### config.mk
export PLATFORM = sky130hd
export DESIGN_NAME = qrs_div_cell
export DESIGN_NICKNAME = d
export VERILOG_FILES = /design/src/design/qrs_pkg.sv /design/src/design/qrs_div_cell.sv
export SDC_FILE = /design/constraint.sdc
export NUM_CORES = 1
export LEC_CHECK = 0
export ABC_AREA = 0
export BUFFER_PORTS_ARGS = -buffer_cell sky130_fd_sc_hd__buf_2
export CAP_MARGIN = 20
export CORE_ASPECT_RATIO = 1.2
export CORE_UTILIZATION = 42
export CTS_CLUSTER_DIAMETER = 150
export DETAILED_ROUTE_END_ITERATION = 10
export HOLD_SLACK_MARGIN = 0.12
export PLACE_DENSITY = 0.76
export SLEW_MARGIN = 20
export SYNTH_ARGS = -nofsm -noshare
export SYNTH_HDL_FRONTEND = slang
export SYNTH_SLANG_ARGS = --single-unit
### constraint.sdc
create_clock -name clk_i -period 0.8 [get_ports clk_i]
set_input_delay 0.04 -clock clk_i [delete_from_list [all_inputs] [get_ports clk_i]]
set_output_delay 0.04 -clock clk_i [all_outputs]
set_load 0.02 [all_outputs]
### src/design/qrs_pkg.sv
// shared types and constants for the quadratic root solver
package qrs_pkg;

  localparam int unsigned FRAC_BITS_DEF = 16;
  localparam int unsigned COEF_W        = 32;
  localparam int unsigned ROOT_W        = 33;  // bits of floor(sqrt(|D|))

  typedef enum logic [2:0] {
    KIND_INVALID = 3'd0,
    KIND_LINEAR  = 3'd1,
    KIND_DOUBLE  = 3'd2,
    KIND_REAL    = 3'd3,
    KIND_COMPLEX = 3'd4
  } kind_e;

  // magnitude of a two's complement word, 2^31 fits unsigned
  function automatic logic [COEF_W-1:0] mag32(input logic [COEF_W-1:0] v);
    return v[COEF_W-1] ? (~v + COEF_W'(1)) : v;
  endfunction

endpackage

### src/design/qrs_div_cell.sv
// one restoring divider cell, one quotient bit per cell
module qrs_div_cell import qrs_pkg::*; #(
  parameter int unsigned NW = FRAC_BITS_DEF + 34,
  parameter int unsigned SW = 1
) (
  input  logic              clk_i,
  input  logic              rst_ni,
  input  logic              en_i,
  input  logic              valid_i,
  input  logic [NW-1:0]     num_i,
  input  logic [COEF_W-1:0] rem_i,
  input  logic [NW-1:0]     quo_i,
  input  logic [COEF_W-1:0] den_i,
  input  logic [SW-1:0]     side_i,
  output logic              valid_o,
  output logic [NW-1:0]     num_o,
  output logic [COEF_W-1:0] rem_o,
  output logic [NW-1:0]     quo_o,
  output logic [COEF_W-1:0] den_o,
  output logic [SW-1:0]     side_o
);

  logic              valid_q;
  logic [NW-1:0]     num_q, quo_q, quo_d;
  logic [COEF_W-1:0] rem_q, rem_d, den_q;
  logic [SW-1:0]     side_q;
  logic [COEF_W:0]   trial, diff;
  logic              ge;

  always_comb begin
    trial = {rem_i, num_i[NW-1]};
    diff  = trial - {1'b0, den_i};
    ge    = trial >= {1'b0, den_i};
    rem_d = ge ? diff[COEF_W-1:0] : trial[COEF_W-1:0];
    quo_d = {quo_i[NW-2:0], ge};
  end

  always_ff @(posedge clk_i or negedge rst_ni) begin
    if (!rst_ni) begin
      valid_q <= 1'b0;
    end else if (en_i) begin
      valid_q <= valid_i;
    end
  end

  always_ff @(posedge clk_i) begin
    if (en_i) begin
      num_q  <= {num_i[NW-2:0], 1'b0};
      rem_q  <= rem_d;
      quo_q  <= quo_d;
      den_q  <= den_i;
      side_q <= side_i;
    end
  end

  assign valid_o = valid_q;
  assign num_o   = num_q;
  assign rem_o   = rem_q;
  assign quo_o   = quo_q;
  assign den_o   = den_q;
  assign side_o  = side_q;

endmodule

==> flow_summary.toml <==
[pwr]
p_comb_frac = 0.277
switching_share = 0.301
power.switching_uw = 7930
seq_power_share = 0.415
p_leak_uw = 0.00589
p_int_uw = 18400
ir_drop_mv = 1.06
p_per_area_nw_per_um2 = 1960
power_uw = 26300
pwr-share-clk = 0.308

[synth]
synthArstFlopShare = 0.00606
syn-num-nets = 715
synth_cells = 513
ys.flop_type = "edfxtp_1"
yosysWarningCount = 0
synth_seq_cells = 165
ys_types = 50
synthTopCellsByArea = "edfxtp_1 69%, ha_1 5.6%, a21oi_1 3.9%"
yosysSeqAreaShare = 0.689
yosys.area.top_type_share = 0.686
synth.largest_area_cell = "edfxtp_1"
synth_edf_count = 164
syn-cell-area_um2 = 7180
syn_avg_cell_area_um2 = 14.0

[clocking]
clk_pin_slew_ns = 0.07
h-tree-depth = 4
cts_buffers = 17
cts_tree = "yes"
cts.sinks = 165
insertion_delay_ns = 0.42
cts_root_buffer = "clkbuf_16"
clock_path_buffers = 2

[floorplan]
rows = 52
die_width_um = 121
ios = 335
die_h_um = 145
start_util = 0.428
die_area_um2 = 17600
core-area_um2 = 16800

[place]
gp_congestion = 0.875
hpwl_um = 16600
placement.cell_area_um2 = 10000
port_buffers = 332

[setup_path]
crit_arrival_ns = 2.61
crit_fanout = 6
cp-start-kind = "input port"
crit_required_ns = 0.97
critical_path_class = "input port to flop"
cp-end-kind = "flop"

[grt]
track_usage = 0.298
antenna_found_initial = 4
grt_max_degree = 36
grt_pass1_wl_um = 38800
overflow = 0
first_global_vias = 7185

[sta]
grt_setup_unrepaired = "true"
fin_tns_setup_ns = -86.79
setup_ws_ns = -1.64
tightest_slew_ns = 0.569
clock_skew_ns = 0
maxSlewViolCount = 0
hold_violations = 1
setup_viol = 199
post-route-min-period_ns = 2.44
holdWs_ns = -0.0463
fmax_ghz = 0.410
finalCritPeriodShare = 3.05
slew_headroom = 0.619

[detailed_routing]
avgViaCountPerCell = 5.17
post-route-drc-count = 0
vias = 7036
antenna_left = 0
routedWlPerCell_um = 20.8
drtIter0Drc = 522
drtPass1Iterations = 7
totalWireLength_um = 28400

[job]
cap_violations = 0

[status]
outcome = "finished, violations left"
failed_checks = "negative hold slack, negative setup slack"

[cells_and_area]
fin_util = 0.802
fin_nets = 1329
design_area_um2 = 13500
area_growth_pct = 87.5
drive_above_1_share = 0.491

[worst_hold_path]
min_path_type = "input port to flop"
==> through the flow <==
step | setup slack, ns | cells | hold slack (ns)
2_1_floorplan | -1.89 | 513 | -0.256
3_3_place_gp | -2.11 | 1152 | -0.184
3_5_place_dp | -2.17 | 1152 | -0.184
4_1_cts | -1.54 | 1355 | -0.0753
5_1_grt | -1.69 | 1360 | -0.0474
6_report | -1.64 | 1361 | -0.0463
==> layer usage <==
metal	global-route usage	wire length (um)	vias to the layer above
li1	-	-	3159
met1	0.321	10000	3378
met2	0.536	15100	405
met3	0.0711	2030	94
met4	0.141	1260	0
met5	0	0	-
==> worst paths after layout <==
check                      cells after the start       from         to  slack (ns)
min in group asynchronous                      3     rst_ni    valid_o        0.47
max in group asynchronous                      3     rst_ni    valid_o        0.22
hold / removal                                 3  rem_i[31]  rem_o[29]       -0.05
setup / recovery                              12  den_i[11]  rem_o[23]       -1.64
hold reg to reg                                1    valid_o    valid_o        0.54
setup reg to reg                               1    valid_o    valid_o        0.02
==> kinds of logic after synthesis <==
| group | count (synthesis) | synth area share |
|---|---|---|
| simple gates | 99 | 0.0648 |
| flops | 165 | 0.689 |
| other cells | 1 | 0.000522 |
| buf+inv | 57 | 0.0334 |
| compound gates | 119 | 0.102 |
| xor+xnor | 27 | 0.0329 |
| mux | 12 | 0.0186 |
| fa+ha+maj | 33 | 0.0585 |
==> synthesized netlist by cell type (all sizes together) (2+ instances only) <==
master / instances
a211oi: 4
a21o: 12
a21oi: 56
a2bb2oi: 2
a31oi: 5
and2: 2
and4: 2
buf: 12
clkbuf: 7
edfxtp: 164
ha: 32
inv: 38
mux2: 11
nand2: 26
nand2b: 3
nand3: 8
nand4: 8
nor2: 35
nor2b: 3
nor3: 2
nor4: 4
o211ai: 4
o21a: 6
o21ai: 18
o21bai: 3
o22ai: 2
o31ai: 2
or4: 2
xnor2: 15
xor2: 12
==> flip-flops by register name (all words and copies together) (netlist names) <==
register	count
num_o	49
den_o	32
valid_o	1
rem_o	32
quo_o	50
side_o	1
==> power groups by stage <==
stage	registers [uW]	clock network, uW	logic, uW
finish	10900	8110	7290
global route	11000	8540	7650
CTS	10800	8140	6620
detailed placement	10900	0	5270
global placement	10800	0	5170
floorplan	12000	0	1730
==> final cells by class <==
| class | count | area, um^2 |
|---|---|---|
| diodes | 5 | 12.5 |
| clock buffers | 17 | 425 |
| clock inverters | 15 | 154 |
| fillers | 863 | 3320 |
| inverters | 38 | 160 |
| multi-input cells | 291 | 2360 |
| flip-flops and latches | 165 | 4950 |
| well taps | 216 | 270 |
| repair buffers | 614 | 5140 |
==> worst max-delay path, cell delays in order <==
cell	delay [ns]
buf_2	0.11
inv_1	0.06
ha_1	0.29
nand4_1	0.18
or4_4	0.47
a21oi_4	0.16
nor3_4	0.06
a211oi_2	0.32
o21ai_2	0.12
o31ai_4	0.29
buf_6	0.20
mux2_4	0.31
==> layout by cell type (no fill, tap or decap), drive strengths merged, types with 15 or more instances in the layout <==
master	n
buf	451
nand2	26
a21oi	56
xnor2	15
ha	32
clkbuf	17
dlygate4sd3	163
inv	47
nor2	35
o21ai	18
edfxtp	164
==> what timing repair did <==
item,in CTS,in global routing
setup buffers,7,1
resized for setup,174,170
endpoints found under the hold margin,173,12
pin swaps,21,9
setup endpoints to repair,198,198
cloned,2,0
hold buffers,162,1
(Power assumes the default switching activity.)
