## src/design/qrs_pkg.sv

```systemverilog
// shared types and constants for the quadratic root solver
package qrs_pkg;

  localparam int unsigned FRAC_BITS_DEF = 16;
  localparam int unsigned COEF_W        = 32;
  localparam int unsigned ROOT_W        = 33;  // bits of floor(sqrt(|D|))

  typedef enum logic [2:0] {
    KIND_INVALID = 3'd0,
    KIND_LINEAR  = 3'd1,
    KIND_DOUBLE  = 3'd2,
    KIND_REAL    = 3'd3,
    KIND_COMPLEX = 3'd4
  } kind_e;

  // magnitude of a two's complement word, 2^31 fits unsigned
  function automatic logic [COEF_W-1:0] mag32(input logic [COEF_W-1:0] v);
    return v[COEF_W-1] ? (~v + COEF_W'(1)) : v;
  endfunction

endpackage

```

## src/design/qrs_sqrt_cell.sv

```systemverilog
// one restoring square root cell, two radicand bits and one root bit per cell
module qrs_sqrt_cell import qrs_pkg::*; #(
  parameter int unsigned RW = ROOT_W,
  parameter int unsigned SW = 8
) (
  input  logic              clk_i,
  input  logic              rst_ni,
  input  logic              en_i,
  input  logic              valid_i,
  input  logic [2*RW-1:0]   rad_i,
  input  logic [RW+1:0]     rem_i,
  input  logic [RW-1:0]     root_i,
  input  logic [SW-1:0]     side_i,
  output logic              valid_o,
  output logic [2*RW-1:0]   rad_o,
  output logic [RW+1:0]     rem_o,
  output logic [RW-1:0]     root_o,
  output logic [SW-1:0]     side_o
);

  localparam int unsigned RADW = 2 * RW;
  localparam int unsigned REMW = RW + 2;

  logic              valid_q;
  logic [RADW-1:0]   rad_q, rad_d;
  logic [REMW-1:0]   rem_q, rem_d;
  logic [RW-1:0]     root_q, root_d;
  logic [SW-1:0]     side_q;
  logic [REMW+1:0]   trial, sub, diff;
  logic              ge;

  always_comb begin
    trial  = {rem_i, rad_i[RADW-1:RADW-2]};
    sub    = {2'b00, root_i, 2'b01};
    diff   = trial - sub;
    ge     = trial >= sub;
    rem_d  = ge ? diff[REMW-1:0] : trial[REMW-1:0];
    root_d = {root_i[RW-2:0], ge};
    rad_d  = {rad_i[RADW-3:0], 2'b00};
  end

  always_ff @(posedge clk_i or negedge rst_ni) begin
    if (!rst_ni) begin
      valid_q <= 1'b0;
    end else if (en_i) begin
      valid_q <= valid_i;
    end
  end

  always_ff @(posedge clk_i) begin
    if (en_i) begin
      rad_q  <= rad_d;
      rem_q  <= rem_d;
      root_q <= root_d;
      side_q <= side_i;
    end
  end

  assign valid_o = valid_q;
  assign rad_o   = rad_q;
  assign rem_o   = rem_q;
  assign root_o  = root_q;
  assign side_o  = side_q;

endmodule

```

## config.mk

```make
export PLATFORM = sky130hd
export DESIGN_NAME = qrs_sqrt_cell
export DESIGN_NICKNAME = d
export VERILOG_FILES = /design/src/design/qrs_pkg.sv /design/src/design/qrs_sqrt_cell.sv
export SDC_FILE = /design/constraint.sdc
export NUM_CORES = 1
export LEC_CHECK = 0
export ABC_AREA = 1
export ABC_CLOCK_PERIOD_IN_PS = 1900
export CAP_MARGIN = 20
export CORE_UTILIZATION = 30
export CTS_CLUSTER_DIAMETER = 100
export CTS_CLUSTER_SIZE = 24
export DETAILED_ROUTE_END_ITERATION = 8
export DONT_BUFFER_PORTS = 1
export GPL_ROUTABILITY_DRIVEN = 0
export HOLD_SLACK_MARGIN = 0.02
export PLACE_DENSITY_LB_ADDON = 0.25
export SYNTH_ARGS = -nofsm -noshare
export SYNTH_HDL_FRONTEND = slang
export SYNTH_SLANG_ARGS = --single-unit
```

## constraint.sdc

```tcl
create_clock -name clk_i -period 1.9 [get_ports clk_i]
set_input_delay 0.475 -clock clk_i [delete_from_list [all_inputs] [get_ports clk_i]]
set_output_delay 0.475 -clock clk_i [all_outputs]
set_load 0.005 [all_outputs]
```

==> parameters.txt, run 1 <==
Parameter                              Value

Outcome
  Outcome ... complete, no violations

Route
  Detailed-route wire length per cell ... 17.6 um
  Antenna-violating nets left ... 0
  Detailed-route wire length ... between 20000 and 25000 um
  Vias post-DR ... between 5000 and 6000
  DRC marker count from the first detailed-route iteration ... 408
  Vias per Instance ... roughly 4.5
  First-pass iteration count of the detailed router ... 4
  DRC errors left ... 0

Layout
  Fraction of layout cells with a size suffix above 1 ... a little over a third
  Ant. Diodes ... 0
  Syn-to-layout area delta ... 37.0%
  Most frequent cells in the layout ... 213 x nand2_1, 140 x edfxtp_1, 122 x buf_4
  Count of fill cells added during filler insertion ... between 2000 and 2500
  Most common library cell in the layout ignoring fill and taps ... nand2_1
  Number of nets in the layout ... 1138

GRT
  Largest net degree at the start of global routing ... ~140
  Total overflow reported by the global router ... 0
  Via count of the first global-routing pass ... roughly 5900
  Number of antenna violations at the first check in global routing ... 0
  Total global routing track utilization ... between 10% and 20%
  Wire length of the first global-routing pass ... around 34000 um

Floorplanning
  Area of the core ... 25000 um2
  I/O pin count ... roughly 290
  Std-Cell Rows ... between 50 and 60
  Chip Width ... between 150 and 200 um
  Starting density of the core ... a little under a third
  Die height ... 161 um
  Die Footprint ... 26100 um2

Synthesis
  Count of state elements after synthesis ... approximately 140
  Unique cell type count in the Yosys netlist ... 37
  Ys flop type ... edfxtp_1
  Register area share after synthesis ... 55.4%
  Synthesized area per cell ... around 9.4 um2
  Cell area after synthesis ... between 7000 and 8000 um2
  Ys Warns ... 0
  Cells after synthesis ... around 810
  Share of synthesized registers carrying an async set or reset ... less than 1%
  EDFF count, synth ... 140

Timing
  Final critical-path required period ... 1850 ps
  Fmax achieved ... about 0.54 GHz
  Clock skew after layout ... 0 ps
  Count of endpoints failing hold in the final timing report ... 0
  Number of setup violations in the final report ... 0
  Worst slack on hold paths ... approximately 130 ps
  Setup repair after global routing missed its margin ... yes
  Period Utilization, post-route ... a little over nine tenths
  Final Max Tran Viols ... 0

Pwr
  Leak pwr ... 0.00455 uW
  Worst VDD drop ... about 0.52 mV
  Power density normalized to cell area ... 860 nW/um2
  Power after layout ... 8990 uW

Worst setup path
  Setup slack, reg-to-reg ... 1120 ps
  Required @ worst endpoint ... approximately 2100 ps
  Critical-path maximum fanout ... 6
  Kind of end point of the critical path ... flip-flop
  Critical Path Start ... root_i[22]
  Startpoint of the lowest-slack register-to-register path ... valid_o$_DFFE_PN0P_
  WS Path Type ... primary input to flip-flop
  Crit path DAT ... about 2000 ps
  Startpoint kind of the worst setup timing path ... primary input

Clock network
  Clock H-tree levels ... 4
  Number of buffers inserted during clock tree synthesis ... 17
  Clock edge transition at the registers on the reported setup and hold paths ... ~80 ps
  Clock tree from TritonCTS ... done
  Clock Latency Late Sink ... roughly 420 ps
  Maximum count of clock buffers along a single path ... 2
  Number of sinks on the clock net ... approximately 140
  Clock tree root buffer cell ... clkbuf_16

Hold path
  Hold path startpoint ... root_i[1]
  Hold/Removal Path Class ... primary input to flip-flop

Placed design
  Final HPWL from detailed placement ... about 17000 um
  Port buffer count ... 0

Flow run
  Max-cap check violation count ... 0
worst max-delay path: stages:
cell and delay [ps]:
inv_1 80, ha_4 250, a21oi_2 230, nand2_4 90
nand2_2 60, nand2_2 60, a21oi_2 180, nand4_4 180
buf_12 190, buf_12 120, nand3_2 60, nand2_2 50
stage by stage:
stage | instance area, um2 | std cells | setup slack, ps | utilization [%] | setup TNS, ps
detailed placement | 9540 | 1261 | -699 | 38.1 | -23440
global placement | 9540 | 1261 | -655 | 38.1 | -22400
global route | 10500 | 1300 | -29.7 | 41.8 | -68.1
floorplan | 8220 | 813 | -85.3 | - | -2080
finish | 10500 | 1300 | 51.4 | 41.8 | 0
CTS | 10200 | 1297 | 7.46 | 40.7 | 0
cell type report:
cell class | count | area [um2] | share of cell area (%)
multi-input combinational | 534 | 3570 | 34.2
sequential | 141 | 4230 | 40.4
tap | 330 | 413 | 3.95
inverter | 128 | 508 | 4.86
clock buffer | 18 | 429 | 4.10
clock inverter | 14 | 146 | 1.40
timing repair buffer | 135 | 1160 | 11.1
Yosys cell counts (4+ instances only):
cell / number / area, um2
nand2_1: 246 / 923
edfxtp_1: 140 / 4200
inv_1: 127 / 477
nand3_1: 67 / 335
nor2_1: 56 / 210
ha_1: 35 / 438
a21oi_1: 26 / 130
nand2_2: 19 / 119
xor2_1: 16 / 140
nand3_2: 13 / 130
nand3b_1: 8 / 60.1
nand4_1: 6 / 37.5
nor2_2: 6 / 37.5
o21bai_1: 6 / 45.0
buf_6: 5 / 56.3
o21ai_0: 5 / 25.0
nor3_1: 4 / 20.0
routing by layer:
layer,up-vias,share of wire [%],GRT usage [%]
li1,2952,-,-
met1,2675,41,19.5
met2,207,52,31.6
met3,9,6.5,4.78
met4,0,0.76,4.89
met5,-,0,0
flip-flops by register name, indices dropped and copies added (netlist names):
register and flops:
valid_o 1, side_o 8, root_o 33, rad_o 64, rem_o 35
report_power, final:
part	switching (uW)	leakage, uW	internal (uW)	total [uW]
logic	876	0.00289	799	1670
registers	170	0.00138	3800	3970
clock network	1500	0.000276	1850	3350
worst paths after layout:
| check | end | cells past startpoint |
|---|---|---|
| max | rem_o[23]$_DFFE_PP_ | 12 |
| min | root_o[2]$_DFFE_PP_ | 0 |
| min reg2reg | valid_o$_DFFE_PN0P_ | 1 |
| min in group asynchronous | valid_o$_DFFE_PN0P_ | 1 |
| max in group asynchronous | valid_o$_DFFE_PN0P_ | 1 |
| max reg2reg | valid_o$_DFFE_PN0P_ | 1 |
cells by family (layout without fill, tap and decap cells):
family | count (synthesis) | count (layout) | synth area share (%)
buffers and inverters | 139 | 295 | 7.62
muxes | 1 | 1 | 0.148
and+or+nand+nor | 436 | 437 | 26.0
AOI/OAI and AO/OA | 42 | 42 | 3.10
adders and majority gates | 35 | 35 | 5.74
DFF | 141 | 141 | 55.4
xor gates and xnor gates | 17 | 17 | 1.95
other | 1 | 2 | 0.0491
what timing repair did:
action / in CTS / in global routing
cloned: 1 / 2
buffers inserted: 2 / 4
hold endpoints to repair: 1 / 0
resized for setup: 2 / 66
setup endpoints to repair: 34 / 35
hold buffers: 1 / 0
pin swaps: 3 / 21
Power figures use the tool's default switching activity.
==> run 2: changes to the inputs <==
--- a/config.mk
+++ b/config.mk
@@ -8,6 +8,7 @@
 export ABC_AREA = 1
 export ABC_CLOCK_PERIOD_IN_PS = 1900
 export CAP_MARGIN = 20
+export CORE_ASPECT_RATIO = 2
 export CORE_UTILIZATION = 30
 export CTS_CLUSTER_DIAMETER = 100
 export CTS_CLUSTER_SIZE = 24
==> parameters.txt, run 2 (same netlist as run 1, synthesis figures left out) <==
Parameter                              Value

Outcome
  Outcome ... complete, no violations

Layout
  Ant. Diodes ... 0 (unchanged)
  Syn-to-layout area delta ... 40.8%
  Number of nets in the layout ... 1162 (+2.1%)
  Most common library cell in the layout ignoring fill and taps ... nand2_1
  Number of flip-flops under the largest register name ... 64 (unchanged)
  Count of fill cells added during filler insertion ... 2502 (+3.7%)
  Fraction of layout cells with a size suffix above 1 ... 38.9% (+4.0 points)
  Final instance count without filler cells ... 1330 (+2.3%)
  Most frequent cells in the layout ... 201 x nand2_1, 146 x buf_4, 140 x edfxtp_1

Timing
  Final Worst Setup Slack ... 17.1 ps (-34.3 ps)
  Fmax achieved ... 0.531 GHz (-1.8%)
  Final Max Tran Viols ... 0 (unchanged)
  Clock skew after layout ... 0 ps (unchanged)
  Count of endpoints failing hold in the final timing report ... 0 (unchanged)
  Worst slack on hold paths ... 130 ps (-1.42 ps)
  Fin Setup TNS ... 0 ps (unchanged)
  Number of setup violations in the final report ... 0 (unchanged)
  Final critical-path required period ... 1880 ps (+34.3 ps)
  Period Utilization, post-route ... 99.1% (+1.8 points)
  Setup repair after global routing missed its margin ... yes

GRT
  Total overflow reported by the global router ... 0 (unchanged)
  Total global routing track utilization ... 18.5% (+1.2 points)
  Largest net degree at the start of global routing ... 142 (unchanged)
  Wire length of the first global-routing pass ... 34100 um (+1.1%)
  Via count of the first global-routing pass ... 6201 (+5.9%)
  Number of antenna violations at the first check in global routing ... 0 (unchanged)

Placed design
  Worst slack at placement ... -688 ps (+10.8 ps)
  Port buffer count ... 0 (unchanged)
  Post-Place Cells ... 1292 (+2.5%)
  Final HPWL from detailed placement ... 19400 um (+13%)

Route
  Antenna-violating nets left ... 0 (unchanged)
  DRC marker count from the first detailed-route iteration ... 294 (-28%)
  Vias post-DR ... 6091 (+4.2%)
  Detailed-route wire length per cell ... 18.2 um (+3.6%)
  First-pass iteration count of the detailed router ... 6 (+2)
  Vias per Instance ... 4.58 (+1.9%)
  Detailed-route wire length ... 24200 um (+6.0%)
  DRC errors left ... 0 (unchanged)

Floorplanning
  Std-Cell Rows ... 82 (+41%)
  Area of the core ... 25000 um2 (about the same)
  Die Footprint ... 26100 um2 (+0.15%)
  Chip Width ... 115 um (-29%)
  Die height ... 228 um (+41%)
  I/O pin count ... 289 (unchanged)
  Starting density of the core ... 30.5% (about the same)

Hold path
  Hold path startpoint ... root_i[25]
  Hold/Removal Path Class ... primary input to flip-flop
  Capture endpoint of the worst hold path ... root_o[26]$_DFFE_PP_
  Number of cells traversed by the worst hold path ... 0 (unchanged)

Worst setup path
  Depth of the worst register-to-register path ... 1 (unchanged)
  Critical-path maximum fanout ... 15 (+9)
  WS Path Type ... primary input to flip-flop
  Setup slack, reg-to-reg ... 1140 ps (+20 ps)
  Startpoint kind of the worst setup timing path ... primary input
  Kind of end point of the critical path ... flip-flop
  Crit path DAT ... 2060 ps (+30 ps)
  Worst R2R End ... valid_o$_DFFE_PN0P_
  Required @ worst endpoint ... 2080 ps (about the same)
  Startpoint of the lowest-slack register-to-register path ... valid_o$_DFFE_PN0P_

Clock network
  Number of sinks on the clock net ... 141 (unchanged)
  Clock Latency Late Sink ... 430 ps (about the same)
  Clock tree from TritonCTS ... done
  Maximum count of clock buffers along a single path ... 2 (unchanged)
  Clock H-tree levels ... 4 (unchanged)
  Clock tree root buffer cell ... clkbuf_16
  Number of buffers inserted during clock tree synthesis ... 17 (unchanged)
  Clock edge transition at the registers on the reported setup and hold paths ... 70 ps (about the same)

Flow run
  Max-cap check violation count ... 0 (unchanged)

Pwr
  Power density normalized to cell area ... 875 nW/um2 (+1.7%)
  Power after layout ... 9400 uW (+4.5%)
  Leak pwr ... 0.00470 uW (+3.2%)
  Worst VDD drop ... 0.507 mV (-1.8%)
## run 2: report_power, final
part	switching [uW]	internal, uW
combinational	942	868
sequential	170	3800
clock	1390	2220
total	2510	6890
## run 2: how the worst max path moves through the flow
stage          cells past startpoint       start                   to  slack, ps
2_1_floorplan                     13  root_i[13]  rem_o[26]$_DFFE_PP_        -90
6_report                          14  root_i[13]  rem_o[20]$_DFFE_PP_         20
4_1_cts                           12  root_i[11]  rem_o[16]$_DFFE_PP_          6
3_5_place_dp                      14  root_i[15]  rem_o[34]$_DFFE_PP_       -690
5_1_grt                           14  root_i[12]  rem_o[20]$_DFFE_PP_        -40
3_3_place_gp                      11  root_i[11]  rem_o[34]$_DFFE_PP_       -870
## run 2: through the flow
step / area [um2] / utilization (%)
global route: 10700 / 42.9
global placement: 9720 / 38.8
CTS: 10500 / 41.9
finish: 10700 / 42.9
detailed placement: 9740 / 38.9
floorplan: 8220 / -
## run 2: worst max-delay path: stages
cell	delay [ps]
inv_12	10
ha_4	220
buf_4	150
nand2_4	80
inv_2	30
nand2_1	60
nand2_2	80
a21oi_4	190
nand2_1	90
nand2_2	90
nand4_4	150
buf_12	210
nand3_1	140
nand2_1	70
## run 2: timing repair
action | 4_1_cts | 5_1_grt
gates cloned | 0 | 0
pin swaps | 8 | 19
setup endpoints to repair | 33 | 35
setup buffers | 3 | 7
endpoints found under the hold margin | 1 | 0
resized for setup | 19 | 81
hold buffers | 1 | 0
## run 2: per-layer routing
layer | vias to the layer above | track usage (%) | routed length [um]
met1 | 2802 | 13.4 | 6760
li1 | 2992 | - | -
met2 | 247 | 39.5 | 14800
met3 | 50 | 4.79 | 1480
met5 | - | 0 | 0
met4 | 0 | 11.6 | 1160
## run 2: cell type report
cell class              instances  area [um2]  share of cell area [%]
clock buffers                  18         429                    3.99
well taps                     336         420                    3.91
inverters                     128         508                    4.73
multi-input cells             533        3650                    33.9
flip-flops and latches        141        4230                    39.4
repair buffers                160        1310                    12.1
clock inverters                14         205                    1.91
==> run 3: changes to the inputs <==
--- a/config.mk
+++ b/config.mk
@@ -16,6 +16,7 @@
 export DONT_BUFFER_PORTS = 1
 export GPL_ROUTABILITY_DRIVEN = 0
 export HOLD_SLACK_MARGIN = 0.02
+export MAX_ROUTING_LAYER = met4
 export PLACE_DENSITY_LB_ADDON = 0.25
 export SYNTH_ARGS = -nofsm -noshare
 export SYNTH_HDL_FRONTEND = slang
==> parameters.txt, run 3 (same netlist as run 1, synthesis figures left out) <==
Parameter                              Value

Layout
  Most frequent cells in the layout ... 186 x nand2_1, 145 x buf_4, 140 x edfxtp_1
  Number of flip-flops under the largest register name ... 64 (unchanged)
  Ant. Diodes ... 0 (unchanged)
  Most common library cell in the layout ignoring fill and taps ... nand2_1
  Fraction of layout cells with a size suffix above 1 ... 40.6% (+1.7 points)
  Syn-to-layout area delta ... 42.6%
  Number of nets in the layout ... 1165 (+0.26%)
  Count of fill cells added during filler insertion ... 2488 (-0.56%)
  Final core utilization ... 43.5% (+0.56 points)

Hold path
  Capture endpoint of the worst hold path ... root_o[24]$_DFFE_PP_
  Hold path startpoint ... root_i[23]
  Number of cells traversed by the worst hold path ... 0 (unchanged)
  Hold/Removal Path Class ... primary input to flip-flop

Clock network
  Number of sinks on the clock net ... 141 (unchanged)
  Maximum count of clock buffers along a single path ... 2 (unchanged)
  Clock H-tree levels ... 4 (unchanged)
  Clock tree from TritonCTS ... done
  Clock edge transition at the registers on the reported setup and hold paths ... 70 ps (about the same)
  Clock Latency Late Sink ... 420 ps (about the same)
  Number of buffers inserted during clock tree synthesis ... 17 (unchanged)
  Clock tree root buffer cell ... clkbuf_16

Route
  First-pass iteration count of the detailed router ... 4 (-2)
  Vias per Instance ... 4.57 (-0.21%)
  Detailed-route wire length per cell ... 18.3 um (+0.68%)
  Antenna-violating nets left ... 0 (unchanged)
  DRC marker count from the first detailed-route iteration ... 261 (-11%)
  Vias post-DR ... 6092 (+0.016%)
  DRC errors left ... 0 (unchanged)
  Detailed-route wire length ... 24400 um (+0.90%)

Worst setup path
  Kind of end point of the critical path ... flip-flop
  Startpoint of the lowest-slack register-to-register path ... valid_o$_DFFE_PN0P_
  Setup slack, reg-to-reg ... 1140 ps (about the same)
  WS Path Type ... primary input to flip-flop
  Worst R2R End ... valid_o$_DFFE_PN0P_
  Depth of the worst register-to-register path ... 1 (unchanged)
  Startpoint kind of the worst setup timing path ... primary input
  Critical-path maximum fanout ... 6 (-9)
  Required @ worst endpoint ... 2080 ps (about the same)
  Crit path DAT ... 2070 ps (about the same)

GRT
  Largest net degree at the start of global routing ... 142 (unchanged)
  Via count of the first global-routing pass ... 6214 (+0.21%)
  Wire length of the first global-routing pass ... 34100 um (about the same)
  Total global routing track utilization ... 19.0% (+0.55 points)
  Total overflow reported by the global router ... 0 (unchanged)
  Number of antenna violations at the first check in global routing ... 0 (unchanged)

Floorplanning
  Area of the core ... 25000 um2 (unchanged)
  Die height ... 228 um (unchanged)
  I/O pin count ... 289 (unchanged)
  Std-Cell Rows ... 82 (unchanged)
  Chip Width ... 115 um (unchanged)
  Die Footprint ... 26100 um2 (unchanged)
  Starting density of the core ... 30.5% (unchanged)

Timing
  Final critical-path required period ... 1890 ps (+4.58 ps)
  Setup repair after global routing missed its margin ... yes
  Clock skew after layout ... 0 ps (unchanged)
  Final Max Tran Viols ... 0 (unchanged)
  Period Utilization, post-route ... 99.3% (+0.24 points)
  Count of endpoints failing hold in the final timing report ... 0 (unchanged)
  Worst slack on hold paths ... 133 ps (+2.13 ps)
  Fmax achieved ... 0.530 GHz (-0.24%)
  Final Worst Setup Slack ... 12.5 ps (-4.58 ps)
  Number of setup violations in the final report ... 0 (unchanged)

Pwr
  Internal portion of total power ... 6930 uW (+0.55%)
  Worst VDD drop ... 0.519 mV (+2.4%)
  Power density normalized to cell area ... 871 nW/um2 (-0.45%)
  Share of total power in the clock network ... 38.3% (-0.2 points)
  Switching share of total power ... 26.9% (+0.22 points)
  Relative contribution of sequential cells to total power ... 41.9% (-0.3 points)
  Switch Pwr ... 2550 uW (+1.7%)
  Leak pwr ... 0.00476 uW (+1.3%)
  Combinational group share of total power ... 19.8% (+0.5 points)

Outcome
  Outcome ... complete, no violations

Flow run
  Max-cap check violation count ... 0 (unchanged)

Placed design
  Worst slack at placement ... -688 ps (unchanged)
  Final HPWL from detailed placement ... 19400 um (unchanged)
  Port buffer count ... 0 (unchanged)
run 3: worst max-delay path by stage:
| stage | from | endpoint | slack (ps) |
|---|---|---|---|
| finish | root_i[12] | rem_o[17]$_DFFE_PP_ | 10 |
| global route | root_i[4] | rem_o[17]$_DFFE_PP_ | -70 |
| CTS | root_i[11] | rem_o[16]$_DFFE_PP_ | 6 |
| detailed placement | root_i[15] | rem_o[34]$_DFFE_PP_ | -690 |
| global placement | root_i[11] | rem_o[34]$_DFFE_PP_ | -870 |
| floorplan | root_i[13] | rem_o[26]$_DFFE_PP_ | -90 |
run 3: worst max-delay path: stages:
cell,delay [ps]
inv_4,20
ha_4,230
buf_6,120
nand2_2,50
nand2_2,50
nand2_2,60
nand2_2,80
a21oi_4,180
nand2_1,90
nand2_2,90
nand4_4,170
buf_12,190
buf_12,140
nand2_4,70
nand2_2,50
run 3: layer usage:
layer / vias to the layer above / share of wire (%) / wire, um / track usage (%)
met4: 0 / 5.2 / 1270 / 11.6
met1: 2791 / 28 / 6940 / 13.6
li1: 2995 / - / - / -
met5: - / 0 / 0 / -
met3: 55 / 5.5 / 1350 / 4.39
met2: 251 / 61 / 14900 / 39.6
run 3: power groups by stage:
stage               combinational, uW  sequential, uW  clock [uW]
CTS                              1720            3980        3730
finish                           1880            3970        3630
detailed placement               1670            4040           0
global placement                 1650            4050           0
global route                     2060            4010        3810
floorplan                         976            3970           0
run 3: layout make-up:
class	instances	area, um2	area share [%]
multi-input cells	533	3720	34.1
well taps	336	420	3.86
inverters	128	510	4.69
repair buffers	163	1370	12.6
clock inverters	14	205	1.89
flip-flops and latches	141	4230	38.9
clock buffers	18	429	3.94
run 3: timing repair:
action                                 4_1_cts  5_1_grt
gates cloned                                 0        1
hold buffers                                 1        0
buffers inserted                             3        9
pin swaps                                    8       27
setup endpoints to repair                   33       35
endpoints found under the hold margin        1        0
gates resized for setup                     19      107
run 3: through the flow:
stage | instances | instance area [um2] | power [uW] | setup TNS, ps
2_1_floorplan | 813 | 8220 | 4950 | -2080
5_1_grt | 1333 | 10900 | 9890 | -667
3_3_place_gp | 1291 | 9720 | 5700 | -29290
4_1_cts | 1328 | 10500 | 9430 | 0
6_report | 1333 | 10900 | 9480 | 0
3_5_place_dp | 1292 | 9740 | 5710 | -19090
